--- src/hdl/ubx_pkg.sv ---
// shared types, codes and the expected-frame function of the ubx acknowledge matcher
// no dependencies
package ubx_pkg;

    // operation codes of an input item
    localparam logic [1:0] OP_START = 2'd0;
    localparam logic [1:0] OP_BYTE  = 2'd1;
    localparam logic [1:0] OP_TICK  = 2'd2;

    // status codes of a result item
    localparam logic [1:0] STATUS_WAIT    = 2'd0;
    localparam logic [1:0] STATUS_ACK     = 2'd1;
    localparam logic [1:0] STATUS_TIMEOUT = 2'd2;

    // configuration register indexes
    localparam logic [1:0] CFG_ACK_CLASS     = 2'd0;
    localparam logic [1:0] CFG_ACK_MSG_ID    = 2'd1;
    localparam logic [1:0] CFG_TIMEOUT_TICKS = 2'd2;

    // frame layout and reset values
    localparam logic [3:0]  FRAME_LEN     = 4'd10;
    localparam logic [15:0] TIMEOUT_RESET = 16'd3000;
    localparam logic [15:0] TICK_MAX      = 16'hFFFF;

    localparam logic [7:0] SYNC_1    = 8'hB5;
    localparam logic [7:0] SYNC_2    = 8'h62;
    localparam logic [7:0] CLASS_ACK = 8'h05;
    localparam logic [7:0] ID_ACK    = 8'h01;
    localparam logic [7:0] LEN_LO    = 8'h02;
    localparam logic [7:0] LEN_HI    = 8'h00;

    // fixed part of the fletcher sums over class, id and length bytes
    localparam logic [7:0] CK_A_BASE = CLASS_ACK + ID_ACK + LEN_LO + LEN_HI;
    localparam logic [7:0] CK_B_BASE = (CLASS_ACK * 8'd6) + (ID_ACK * 8'd5)
                                     + (LEN_LO * 8'd4) + (LEN_HI * 8'd3);

    // matcher phase, one-hot
    typedef enum logic [2:0] {
        PH_WAIT    = 3'b001,
        PH_ACK     = 3'b010,
        PH_TIMEOUT = 3'b100
    } phase_t;

    // expected byte at a frame position, zero past the end
    function automatic logic [7:0] expected_byte(
        input logic [3:0] pos,
        input logic [7:0] ack_class,
        input logic [7:0] ack_msg_id
    );
        logic [7:0] ck_a;
        logic [7:0] ck_b;
        ck_a = CK_A_BASE + ack_class + ack_msg_id;
        ck_b = CK_B_BASE + {ack_class[6:0], 1'b0} + ack_msg_id;
        case (pos)
            4'd0:    expected_byte = SYNC_1;
            4'd1:    expected_byte = SYNC_2;
            4'd2:    expected_byte = CLASS_ACK;
            4'd3:    expected_byte = ID_ACK;
            4'd4:    expected_byte = LEN_LO;
            4'd5:    expected_byte = LEN_HI;
            4'd6:    expected_byte = ack_class;
            4'd7:    expected_byte = ack_msg_id;
            4'd8:    expected_byte = ck_a;
            4'd9:    expected_byte = ck_b;
            default: expected_byte = 8'h00;
        endcase
    endfunction

endpackage

--- src/hdl/ubx_ack_matcher.sv ---
// top level of the ubx acknowledge matcher
// depends on ubx_pkg
//
// Watches a received byte stream for one UBX ACK-ACK frame (B5 62 05 01 02 00, class, id,
// CK_A, CK_B) and reports acknowledged or timed out. Every input item (start, byte, tick)
// gives exactly one result item carrying the status and the count of frame bytes matched so
// far. An item is taken in every cycle and its result appears in the output register in the
// cycle after; the matcher state and the result register update at the same clock edge, so
// the only thing that holds off input is a result still waiting in the output register while
// out_ready is low. Configuration writes are taken at any time with cfg_ready tied high.
module ubx_ack_matcher (
    input  logic       clk,
    input  logic       rst_n,
    // input items
    input  logic       in_valid,
    output logic       in_ready,
    input  logic [1:0] operation,
    input  logic [7:0] rx_byte,
    // result items
    output logic       out_valid,
    input  logic       out_ready,
    output logic [1:0] status,
    output logic [3:0] match_position,
    // configuration writes
    input  logic       cfg_valid,
    output logic       cfg_ready,
    input  logic [1:0] cfg_index,
    input  logic [15:0] cfg_data
);

    logic [7:0]  ack_class_reg;
    logic [7:0]  ack_msg_id_reg;
    logic [15:0] timeout_ticks_reg;

    logic [3:0]        match_index_reg;
    logic [3:0]        match_index_next;
    logic [15:0]       elapsed_reg;
    logic [15:0]       elapsed_next;
    ubx_pkg::phase_t   phase_reg;
    ubx_pkg::phase_t   phase_next;

    logic        out_valid_reg;
    logic [1:0]  status_reg;
    logic [3:0]  position_reg;
    logic [1:0]  status_next;

    logic        in_accept;
    logic [7:0]  exp_byte;
    logic [15:0] elapsed_inc;

    assign cfg_ready = 1'b1;
    assign in_ready  = !out_valid_reg || out_ready;
    assign in_accept = in_valid && in_ready;

    // configuration registers
    always_ff @(posedge clk or negedge rst_n)
    begin
        if (!rst_n)
        begin
            ack_class_reg     <= 8'd0;
            ack_msg_id_reg    <= 8'd0;
            timeout_ticks_reg <= ubx_pkg::TIMEOUT_RESET;
        end
        else if (cfg_valid)
        begin
            unique case (cfg_index)
                ubx_pkg::CFG_ACK_CLASS:     ack_class_reg     <= cfg_data[7:0];
                ubx_pkg::CFG_ACK_MSG_ID:    ack_msg_id_reg    <= cfg_data[7:0];
                ubx_pkg::CFG_TIMEOUT_TICKS: timeout_ticks_reg <= cfg_data;
                default:                    ;
            endcase
        end
    end

    // expected byte and saturating tick increment
    assign exp_byte    = ubx_pkg::expected_byte(match_index_reg, ack_class_reg, ack_msg_id_reg);
    assign elapsed_inc = (elapsed_reg == ubx_pkg::TICK_MAX) ? elapsed_reg : elapsed_reg + 16'd1;

    // next matcher state for the item at the input
    always_comb
    begin
        match_index_next = match_index_reg;
        elapsed_next     = elapsed_reg;
        phase_next       = phase_reg;
        case (operation)
            ubx_pkg::OP_START:
            begin
                match_index_next = 4'd0;
                elapsed_next     = 16'd0;
                phase_next       = ubx_pkg::PH_WAIT;
            end
            ubx_pkg::OP_BYTE:
            begin
                if (phase_reg == ubx_pkg::PH_WAIT && match_index_reg < ubx_pkg::FRAME_LEN)
                begin
                    // a mismatch restarts without rechecking against the first sync byte
                    if (rx_byte == exp_byte)
                    begin
                        match_index_next = match_index_reg + 4'd1;
                    end
                    else
                    begin
                        match_index_next = 4'd0;
                    end
                    if (match_index_next >= ubx_pkg::FRAME_LEN)
                    begin
                        phase_next = ubx_pkg::PH_ACK;
                    end
                end
            end
            ubx_pkg::OP_TICK:
            begin
                if (phase_reg == ubx_pkg::PH_WAIT)
                begin
                    elapsed_next = elapsed_inc;
                    if (elapsed_inc > timeout_ticks_reg)
                    begin
                        phase_next = ubx_pkg::PH_TIMEOUT;
                    end
                end
            end
            default: ;
        endcase
    end

    // phase to status code
    always_comb
    begin
        unique case (phase_next)
            ubx_pkg::PH_WAIT:    status_next = ubx_pkg::STATUS_WAIT;
            ubx_pkg::PH_ACK:     status_next = ubx_pkg::STATUS_ACK;
            ubx_pkg::PH_TIMEOUT: status_next = ubx_pkg::STATUS_TIMEOUT;
            default:             status_next = ubx_pkg::STATUS_WAIT;
        endcase
    end

    // matcher state
    always_ff @(posedge clk or negedge rst_n)
    begin
        if (!rst_n)
        begin
            match_index_reg <= 4'd0;
            elapsed_reg     <= 16'd0;
            phase_reg       <= ubx_pkg::PH_WAIT;
        end
        else if (in_accept)
        begin
            match_index_reg <= match_index_next;
            elapsed_reg     <= elapsed_next;
            phase_reg       <= phase_next;
        end
    end

    // result register
    always_ff @(posedge clk or negedge rst_n)
    begin
        if (!rst_n)
        begin
            out_valid_reg <= 1'b0;
        end
        else if (in_accept)
        begin
            out_valid_reg <= 1'b1;
        end
        else if (out_ready)
        begin
            out_valid_reg <= 1'b0;
        end
    end

    always_ff @(posedge clk)
    begin
        if (in_accept)
        begin
            status_reg   <= status_next;
            position_reg <= match_index_next;
        end
    end

    assign out_valid      = out_valid_reg;
    assign status         = status_reg;
    assign match_position = position_reg;

endmodule

--- config.mk ---
export PLATFORM = sky130hd
export DESIGN_NAME = ubx_ack_matcher
export DESIGN_NICKNAME = d
export VERILOG_FILES = /design/src/hdl/ubx_pkg.sv /design/src/hdl/ubx_ack_matcher.sv
export SDC_FILE = /design/constraint.sdc
export NUM_CORES = 1
export LEC_CHECK = 0
export BUFFER_PORTS_ARGS = -buffer_cell sky130_fd_sc_hd__buf_2
export CAP_MARGIN = 40
export CORE_AREA = 3 3 106 108
export DETAILED_ROUTE_END_ITERATION = 6
export DIE_AREA = 0 0 109 111
export HOLD_SLACK_MARGIN = 0.02
export SYNTH_ARGS = -nofsm -noshare
export SYNTH_HDL_FRONTEND = slang
export SYNTH_SLANG_ARGS = --single-unit
export TNS_END_PERCENT = 1
--- constraint.sdc ---
create_clock -name clk -period 3.8 [get_ports clk]
set_input_delay 0.95 -clock clk [delete_from_list [all_inputs] [get_ports clk]]
set_output_delay 0.95 -clock clk [all_outputs]
set_load 0.03 [all_outputs]
==> results.toml <==
[min_path]
min_path_type = "input pin to async pin"

[cts]
cts_buffers = 9
htreeDepth = 3
clk_path_buf_depth = 2
cts-root-buf = "clkbuf_8"
cts_sinks = 62
clk_pin_slew_ns = 0.07
clock_latency_ns = 0.34
tritoncts = "yes"

[global_route]
grt_pass1_wl_mm = 17.71
grt_pass1_vias = 3647
grt-ovfl-total = 0
grt_usage_pct = 18.41
grt_max_degree = 38
antenna_found_initial = 0

[floorplan]
dieHeight_um = 111
io_pins = 42
coreArea_um2 = 10320
initial_core_util_pct = 44.76
fp-row-count = 37
die_area_um2 = 12100
die_w_um = 109

[yosys]
synth-main-ff-cell = "dfrtp_1"
avgSynthCellArea_um2 = 9.096
synth_fp_nets = 589
synth_area_um2 = 4621
synth_edf_count = 6
ys_seq_area_share_pct = 34.44
ys_types = 54
yosys_warnings = 0
async_flop_share_pct = 90.32
synth_cells = 508
synth_seq_cells = 62

[placement]
dp.cells = 671
placed_area_um2 = 4974
gp_congestion = 0.8311
post-dp-hpwl_mm = 8.246
port_buffers = 40

[sta]
slew_viol_final = 0
rsz0062_at_grt = "no"
maxSlewHeadroom_pct = 46.25
worst_pin_slew_ns = 0.8038
worst_hold_slack_ns = 0.4527
finalCriticalPeriod_ns = 3.540
finalSetupTns_ns = 0
hold_viol_final = 0
finClkSkew_ns = 0.008996
fin_crit_sh_pct = 93.17
fmax_ghz = 0.2825
finalSetupViolCount = 0

[drt]
vias = 3738
drtIter0Drc = 100
wl_per_cell_um = 15.26
ant_nets = 0
vias_per_cell = 5.441
wl_mm = 10.48
drc_errors = 0
drt-pass1-iter-count = 4

[finish]
drive_gt1_share_pct = 21.05
stdcell_count = 687
antenna_cells = 0
final-seq-area_um2 = 1592
area_growth_pct = 13.46
stdcell_area_um2 = 5243
fin_util_pct = 50.78
nFillCells = 992
nNetsFinal = 627
multi_input_area_um2 = 2801

[pwr]
power_density_nw_per_um2 = 469.4
peakVddDrop_uv = 223.5
power.leakage_nw = 2.392

[run]
maxCapViolCount = 0

[critical_path]
crit_fanout = 7
crit_arrival_ns = 3.72
crit_type = "flop to flop"
crit_path_start_kind = "flop"
cp-end-kind = "flop"
cp.required_ns = 3.98
rrSetupSlack_ns = 0.26

[outcome]
status = "complete, no violations"
==> where the power goes <==
group	leakage [nW]	total (W)	switching [W]	internal, W
Clock	0.120	0.000677	0.000254	0.000422
Combinational	1.56	0.000920	0.000493	0.000427
Sequential	0.711	0.000864	0.0000950	0.000769
==> layout make-up <==
type	instances	share of cell area [%]
clock buffer	13	3.222
clock inverter	3	1.241
inverter	47	3.365
multi-input combinational	379	53.44
sequential	62	30.36
tap	136	3.246
timing repair buffer	47	5.131
==> logic make-up (layout without fill, tap and decap cells) <==
kind of cell	Yosys count	after routing	share of synthesized area, %
AND/OR/NAND/NOR	139	139	15.00
other	1	1	0.08116
XOR/XNOR	31	31	5.876
adder cells (fa/ha/maj)	48	48	13.32
multiplexers	35	35	8.421
buffers and inverters	67	110	5.605
AO/OA/AOI/OAI	125	125	17.25
flip-flops	62	62	34.44
==> timing repair <==
action | CTS | global route
endpoints found under the setup margin | 1 | 10
hold buffers | 0 | 0
gates resized for setup | 1 | 8
pin swaps | 0 | 2
setup buffers | 0 | 0
==> worst max-delay path, stage by stage, from the launching register on <==
cell       delay, ns
dfrtp_1         0.42
inv_1           0.06
ha_1            0.27
inv_1           0.06
ha_1            0.18
inv_1           0.06
fa_1            0.39
nand2b_1        0.20
a21oi_1         0.17
xor2_1          0.12
a221oi_2        0.35
xor2_1          0.18
nand3_1         0.16
a2111oi_4       0.27
buf_6           0.19
nand2_1         0.09
a211oi_2        0.23
==> through the flow <==
| stage | setup WS [ns] | power (W) |
|---|---|---|
| 6_report | 0.2596 | 0.002461 |
| 5_1_grt | 0.005038 | 0.002669 |
| 4_1_cts | 0.08802 | 0.002479 |
| 3_5_place_dp | 0.001673 | 0.001783 |
| 3_3_place_gp | 0.1344 | 0.001756 |
| 2_1_floorplan | 0.4702 | 0.001546 |
==> per-layer routing <==
| layer | part of all wire, % | up-vias | GRT usage (%) |
|---|---|---|---|
| met5 | 0 | - | 0 |
| met4 | 1.4 | 0 | 5.556 |
| met3 | 3.8 | 10 | 4.310 |
| met2 | 49 | 62 | 29.61 |
| met1 | 46 | 1782 | 24.41 |
| li1 | - | 1884 | - |
==> worst paths after layout <==
kind,depth (start not counted),endpoint,start
setup / recovery,16,status[0],ack_msg_id_reg[1]
hold / removal,1,match_index_reg[1],rst_n
setup reg to reg,16,status[0],ack_msg_id_reg[1]
hold reg to reg,2,elapsed_reg[12],elapsed_reg[12]
max in group asynchronous,3,timeout_ticks_reg[11],rst_n
min in group clk,2,elapsed_reg[12],elapsed_reg[12]
==> placed cells by master (no fill, tap or decap), types with 6 or more instances in the layout <==
master	n
buf_2	40
nand2b_1	11
nor3_1	11
a31oi_1	6
inv_1	47
o22ai_1	7
xor2_1	15
nor2_1	29
nand2_1	39
clkbuf_8	12
edfxtp_1	6
mux2_2	31
a22oi_1	9
dfrtp_1	48
nand4_1	6
and3_1	7
o21ai_0	34
a21oi_1	30
nand3_1	14
ha_1	46
dfstp_2	8
xnor2_1	16
==> synth_stat cells (14+ instances only) <==
master	n	area (µm²)
nand3_1	14	70.07
nor2_1	29	108.9
ha_1	46	575.6
o21ai_0	35	175.2
xnor2_1	16	140.1
clkbuf_1	16	60.06
nand2_1	40	150.1
inv_1	47	176.4
a21oi_1	31	155.2
mux2_2	31	349.1
dfrtp_1	48	1201
xor2_1	15	131.4
Note: power is estimated with default switching activity, not from simulation.
